[config.mk]
export PLATFORM = sky130hd
export DESIGN_NAME = tfst_ctrl
export DESIGN_NICKNAME = d
export VERILOG_FILES = /design/src/tfst_pkg.sv /design/src/tfst_ctrl.sv
export SDC_FILE = /design/constraint.sdc
export NUM_CORES = 1
export LEC_CHECK = 0
export BUFFER_PORTS_ARGS = -buffer_cell sky130_fd_sc_hd__clkbuf_2
export CORE_AREA = 2 2 39 41
export DETAILED_ROUTE_END_ITERATION = 7
export DIE_AREA = 0 0 41 43
export PLACE_DENSITY = 0.49
export SYNTH_ARGS = -nofsm -noshare
export SYNTH_HDL_FRONTEND = slang
export SYNTH_SLANG_ARGS = --single-unit
[constraint.sdc]
create_clock -name clk -period 1.94 [get_ports clk]
set_input_delay 0.291 -clock clk [delete_from_list [all_inputs] [get_ports clk]]
set_output_delay 0.291 -clock clk [all_outputs]
set_load 0.05 [all_outputs]
[src/tfst_pkg.sv]
// Package: table geometry, flags, states, actions, controller types.
`timescale 1ns / 1ps
package tfst_pkg;
	localparam int TableSlots = 1024;
	localparam int IdxW = $clog2(TableSlots);
	localparam int OutIdxW = 10;

	localparam int FlFin = 0;
	localparam int FlSyn = 1;
	localparam int FlRst = 2;
	localparam int FlAck = 3;
	localparam int FlEce = 4;

	localparam logic [1:0] MarkSrc = 2'd1;
	localparam logic [1:0] MarkDst = 2'd2;
	localparam logic [3:0] MinSynHdrWords = 4'd5;

	typedef enum logic [2:0] {
		CS_EMPTY = 3'd0, CS_SYN = 3'd1, CS_SYNACK = 3'd2, CS_UP = 3'd3,
		CS_FIN = 3'd4, CS_CLOSED = 3'd5, CS_RESET = 3'd6, CS_UNKNOWN = 3'd7
	} conn_state_t;

	typedef enum logic [2:0] {
		ACT_IGNORE = 3'd0, ACT_OPEN_IN = 3'd1, ACT_OPEN_OUT = 3'd2,
		ACT_UPD_IN = 3'd3, ACT_UPD_OUT = 3'd4, ACT_CLEAR = 3'd5
	} action_t;

	typedef enum logic [1:0] {
		ST_CLEAR, ST_IDLE, ST_READ, ST_EXEC
	} ctl_state_t;

	// One stored slot, one RAM word.
	typedef struct packed {
		logic [31:0] src_ip;
		logic [31:0] dst_ip;
		logic [31:0] ports;
		logic [2:0]  state;
		logic [31:0] last_seen;
		logic [31:0] in_packets;
		logic [31:0] in_volume;
		logic [31:0] out_packets;
		logic [31:0] out_volume;
		logic [31:0] expect_from_dst;
		logic [31:0] expect_from_src;
		logic [1:0]  fin_marks;
	} slot_t;

	localparam int SlotW = $bits(slot_t);

	typedef struct packed {
		logic load;   // capture input item, start read
		logic clr;    // write zero at clear address
		logic exec;   // compute and write back, load result
	} dp_cmd_t;

	typedef struct packed {
		logic clr_done;
	} dp_sts_t;
endpackage

[src/tfst_ctrl.sv]
// Controller: clearing pass, then read / execute per header.
`timescale 1ns / 1ps
module tfst_ctrl import tfst_pkg::*; (
	input  logic    clk,
	input  logic    arst_n,
	input  logic    in_valid,
	output logic    in_ready,
	output logic    out_valid,
	input  logic    out_ready,
	input  dp_sts_t sts,
	output dp_cmd_t cmd
);
	ctl_state_t state_q, state_d;
	logic       out_valid_q;
	logic       take;

	assign out_valid = out_valid_q;
	assign take = in_valid && in_ready;

	always_comb begin
		state_d = state_q;
		unique case (state_q)
			ST_CLEAR: if (sts.clr_done) state_d = ST_IDLE;
			ST_IDLE:  if (take) state_d = ST_READ;
			ST_READ:  state_d = ST_EXEC;
			ST_EXEC:  state_d = ST_IDLE;
			default:  state_d = ST_CLEAR;
		endcase
	end

	always_comb begin
		in_ready = 1'b0;
		cmd = '0;
		unique case (state_q)
			ST_CLEAR: cmd.clr = 1'b1;
			ST_IDLE: begin
				in_ready = !out_valid_q || out_ready;
				cmd.load = take;
			end
			ST_READ: ;
			ST_EXEC: cmd.exec = 1'b1;
			default: ;
		endcase
	end

	always_ff @(posedge clk or negedge arst_n) begin
		if (!arst_n) begin
			state_q <= ST_CLEAR;
			out_valid_q <= 1'b0;
		end else begin
			state_q <= state_d;
			if (cmd.exec) out_valid_q <= 1'b1;
			else if (out_ready) out_valid_q <= 1'b0;
		end
	end
endmodule

==> results.yml, run 1 <==
floorplanning:
  fp.dieW_um: 41
  row_count: 14
  start_util_pct: 16.7
  core_area_um2: 1380
  die_y_um: 43
  dieArea_um2: 1760
  ios: 10
sta:
  report.final.slew_viol_count: 0
  setup_viol: 0
  max_slew_margin_pct: 81.6
  clock.fmax_ghz: 0.600
  fin_crit_sh_pct: 86.0
  tightest_slew_ps: 278
  grt_setup_unrepaired: "no"
  final_hold_viol_count: 0
  clock_skew_ps: 5.64
  setup_tns_ps: 0
  period_needed_ps: 1670
clock_network:
  post_cts_resized: 0
  cts_tree: "yes"
  cts_hold_buf: 1
  htree_levels: 1
  clock_latency_ps: 240
  cts_buffers: 3
  cts-root-buf: "clkbuf_4"
  cts_sinks: 3
  path_clk_slew_ps: 40
  cts_buffer_depth: 2
  cts_setup_buffers: 0
finish:
  fill_cells: 160
  multi_input_area_um2: 141
  final-instance-count-excl-fill: 49
  nNetsFinal: 43
  diodes: 0
  seqCellArea_um2: 75.1
  area_growth_pct: 43.8
  layout-drive-gt1-share_pct: 51.5
synth:
  synth_compound_area_share_pct: 11.4
  synth_top_cell_area_share_pct: 32.4
  ys_top_cells_by_area: "dfrtp_1 (32%), ha_1 (22%), o221ai_4 (11%)"
  synth.distinct_cells: 12
  netlist_area_um2: 231
  synthMuxAreaShare_pct: 10.8
  async_reset_ff_share_pct: 100
  netlist.top_cell.by_area: "dfrtp_1"
  yosys.cell_count.top_type: "ha_1"
  syn_nets: 28
  synth_top_cells_by_count: "ha_1 (4), dfrtp_1 (3), inv_1 (2), nand2b_1 (2)"
  yosysSeqAreaShare_pct: 32.4
  synthSimpleGateAreaFrac_pct: 17.3
  syn_inst: 19
  ys_dominant_reg_cell: "dfrtp_1"
  synth_xor_area_share_pct: 0
  synth-edff-count: 0
  synth.avg_cell_area_um2: 12.2
  ys_warn_count: 0
  synthAdderAreaFrac_pct: 21.6
  synth_top_family_by_area: "adder cells"
  ys_ff_latch: 3
setup_path:
  crit_path_max_incr_delay_ps: 390
  crit_type: "flip-flop to primary output"
  r2r-start: "state_q[0]$_DFFE_PN0P_"
  r2r_cells: 5
  crit_fanout: 4
  endpoint_kind: "primary output"
  critical_path.cell_chain: "inv_1, ha_1, and3_2, clkbuf_2"
  rr_endpoint: "state_q[1]$_DFFE_PN0P_"
  worstPathRequired_ps: 1650
  crit_slowest_cell: "dfrtp_1"
  crit_arrival_ps: 1380
  start_kind: "flip-flop"
  reg2reg_slack_ps: 500
global_route:
  first_global_vias: 154
  antenna_found_initial: 0
  gr-total-overflow: 0
  grt_max_degree: 5
  grt_usage_pct: 5.82
  grt_pass1_wl_um: 593
drt:
  vias: 177
  ant_nets: 0
  drc_errors: 0
  drtIter0Drc: 1
  vias_per_cell: 3.61
  drt_wl_total_um: 384
  drtPass1Iterations: 4
  wl_per_cell_um: 7.84
min_path:
  min_from: "out_ready"
  whs_endpoint: "out_valid$_DFFE_PN0P_"
  hold_depth: 3
  hp-class: "input port to flip-flop"
job:
  maxCapViolations: 0
place:
  dp_hpwl_um: 356
  place_inst: 44
  numPortBuffers: 9
  gp_congestion: 0.599
outcome:
  status: "complete, no violations"
==> cells in the final DEF, fill, tap and decap left out, types with 2 or more instances in the layout <==
cell / Yosys / layout
dfrtp_1: 3 / 3
inv_1: 2 / 2
clkbuf_2: 0 / 9
ha_1: 4 / 4
nand2b_1: 2 / 2
clkbuf_4: 0 / 3
==> worst max path at each step <==
stage                           startpoint                endpoint  slack [ps]  cells after the start
global route        state_q[1]$_DFFE_PN0P_                  cmd[2]         190                      4
finish              state_q[1]$_DFFE_PN0P_                  cmd[2]         270                      4
global placement    state_q[0]$_DFFE_PN0P_  state_q[1]$_DFFE_PN0P_         490                      5
detailed placement  state_q[0]$_DFFE_PN0P_  state_q[1]$_DFFE_PN0P_         490                      5
CTS                 state_q[1]$_DFFE_PN0P_                  cmd[2]         250                      4
floorplan           state_q[0]$_DFFE_PN0P_  state_q[1]$_DFFE_PN0P_         110                      5
==> area by class of cell <==
type	count	area share (%)
clock buffer	4	7.89
inverter	4	4.51
multi-input combinational	12	42.5
sequential	3	22.6
tap	16	6.02
timing repair buffer	10	16.5
==> flip-flops by register name, summed over array words and instances (netlist names) <==
name,cells
out_valid,1
state_q,2
==> kinds of logic after synthesis <==
group / Yosys count
AO/OA/AOI/OAI: 1
adder cells (fa/ha/maj): 4
buffers and inverters: 4
flip-flops: 3
multiplexers: 2
AND/OR/NAND/NOR: 5
==> worst max-delay path, delay by kind of cell, from the launching register on <==
| kind | cells | cell delay (ps) |
|---|---|---|
| simple gates | 1 | 180 |
| buf+inv | 2 | 370 |
| fa+ha+maj | 1 | 210 |
| flops | 1 | 390 |
==> per-layer routing <==
metal,GRT usage (%),routed length [um],vias to the layer above
met1,4.82,132,78
li1,-,-,88
met4,8.00,20,0
met3,3.14,21,2
met5,0,0,-
met2,7.81,209,9
==> through the flow <==
step | area (um2) | worst slack [ps] | hold WS [ps] | utilization, %
2_1_floorplan | 231 | 105 | -4.59 | -
3_3_place_gp | 297 | 492 | 93.5 | 21.4
3_5_place_dp | 297 | 491 | 96.4 | 21.4
4_1_cts | 333 | 251 | 371 | 24.1
5_1_grt | 333 | 191 | 385 | 24.1
6_report | 333 | 272 | 373 | 24.1
Power of run 1 is not shown: default switching activity piles up to over one toggle a cycle in this logic, so the estimate is an artifact.
==> inputs of run 2 (changes only) <==
--- a/config.mk
+++ b/config.mk
@@ -12,2 +12,3 @@
 export PLACE_DENSITY = 0.49
+export SKIP_LAST_GASP = 1
 export SYNTH_ARGS = -nofsm -noshare
==> constraint.sdc (replaced) <==
create_clock -name clk -period 1.94 [get_ports clk]
set_input_delay 0.388 -clock clk [delete_from_list [all_inputs] [get_ports clk]]
set_output_delay 0.388 -clock clk [all_outputs]
set_load 0.05 [all_outputs]
==> results.yml, run 2 (synthesis results as in run 1) <==
outcome:
  status: "complete, no violations"
finish:
  final_cell_mix: "clkbuf_2 (9), ha_1 (4), clkbuf_4 (3), dfrtp_1 (3)"
  final_util_pct: 24.1
  final-instance-count-excl-fill: 49
  nNetsFinal: 43
  fill_cells: 151
  largest-register: "state_q"
  layout-drive-gt1-share_pct: 51.5
  area_growth_pct: 43.8
  diodes: 0
  layout_commonest_cell: "clkbuf_2"
  largest_register_ffs: 2
drt:
  ant_nets: 0
  drc_errors: 0
  drt_wl_total_um: 382
  drtIter0Drc: 0
  wl_per_cell_um: 7.80
  vias_per_cell: 3.45
  vias: 169
  drtPass1Iterations: 1
sta:
  fin_crit_sh_pct: 91.3
  period_needed_ps: 1770
  clock_skew_ps: 4.21
  tightest_slew_ps: 279
  hold_ws_ps: 465
  setup_tns_ps: 0
  final_hold_viol_count: 0
  setup_viol: 0
  grt_setup_unrepaired: "no"
  report.final.slew_viol_count: 0
  clock.fmax_ghz: 0.565
  max_slew_margin_pct: 81.5
setup_path:
  crit_fanout: 4
  path_buf_inv: 2
  endpoint_kind: "primary output"
  crit_path_max_incr_delay_ps: 390
  start_kind: "flip-flop"
  reg2reg_slack_ps: 490
  r2r_cells: 5
  crit_family: "flip-flops"
  critical_path.cell_chain: "inv_1, ha_1, and3_2, clkbuf_2"
  crit_type: "flip-flop to primary output"
  r2r-start: "state_q[1]$_DFFE_PN0P_"
  rr_endpoint: "state_q[1]$_DFFE_PN0P_"
  crit_slowest_cell: "dfrtp_1"
  worstPathRequired_ps: 1550
  crit_arrival_ps: 1380
floorplanning:
  fp.dieW_um: 41
  ios: 10
  start_util_pct: 16.7
  dieArea_um2: 1760
  die_y_um: 43
  core_area_um2: 1380
  row_count: 14
global_route:
  first_global_vias: 157
  grt_usage_pct: 5.03
  antenna_found_initial: 0
  grt_pass1_wl_um: 552
  grt_max_degree: 5
  gr-total-overflow: 0
min_path:
  hp-class: "input port to flip-flop"
  min_from: "out_ready"
  whs_endpoint: "out_valid$_DFFE_PN0P_"
  hold_depth: 3
clock_network:
  post_cts_resized: 0
  cts_setup_buffers: 0
  cts_tree: "yes"
  cts_buffer_depth: 2
  cts_sinks: 3
  htree_levels: 1
  cts_buffers: 3
  cts-root-buf: "clkbuf_4"
  clock_latency_ps: 240
  path_clk_slew_ps: 40
place:
  gp_congestion: 0.582
  numPortBuffers: 9
  dp_hpwl_um: 301
  place_inst: 44
job:
  maxCapViolations: 0
-- run 2: layer usage --
metal | vias up | routed length, um | GRT usage, %
met5 | - | 0 | 0
met3 | 2 | 14 | 1.57
met2 | 7 | 189 | 6.88
met4 | 0 | 16 | 6.00
li1 | 87 | - | -
met1 | 73 | 161 | 5.18
-- run 2: cell type report --
type | count | area (um2) | share of cell area [%]
clock buffer | 4 | 26.3 | 7.89
inverter | 4 | 15.0 | 4.51
multi-input combinational | 12 | 141 | 42.5
sequential | 3 | 75.1 | 22.6
tap | 16 | 20.0 | 6.02
timing repair buffer | 10 | 55.1 | 16.5
-- run 2: worst min-delay path, delay by kind of cell --
family / cells / cell delay, ps
buffers and inverters: 1 / 80
and+or+nand+nor: 2 / 190
-- run 2: through the flow --
step           instance area [um2]  setup slack [ps]
3_3_place_gp                   297               411
4_1_cts                        333               150
5_1_grt                        333              78.7
6_report                       333               169
2_1_floorplan                  231               105
3_5_place_dp                   297               409
-- run 2: worst max-delay path by stage --
stage / slack [ps] / from / cells after the start / to
2_1_floorplan: 110 / state_q[0]$_DFFE_PN0P_ / 5 / state_q[1]$_DFFE_PN0P_
3_3_place_gp: 410 / state_q[1]$_DFFE_PN0P_ / 4 / cmd[2]
3_5_place_dp: 410 / state_q[1]$_DFFE_PN0P_ / 4 / cmd[2]
4_1_cts: 150 / state_q[1]$_DFFE_PN0P_ / 4 / cmd[2]
5_1_grt: 80 / state_q[1]$_DFFE_PN0P_ / 4 / cmd[2]
6_report: 170 / state_q[1]$_DFFE_PN0P_ / 4 / cmd[2]
-- run 2: repair_timing --
item                       4_1_cts  5_1_grt
hold buffers                     1        0
hold endpoints to repair         3        0
setup endpoints to repair        0        0
Power of run 2 is left out for the same reason.
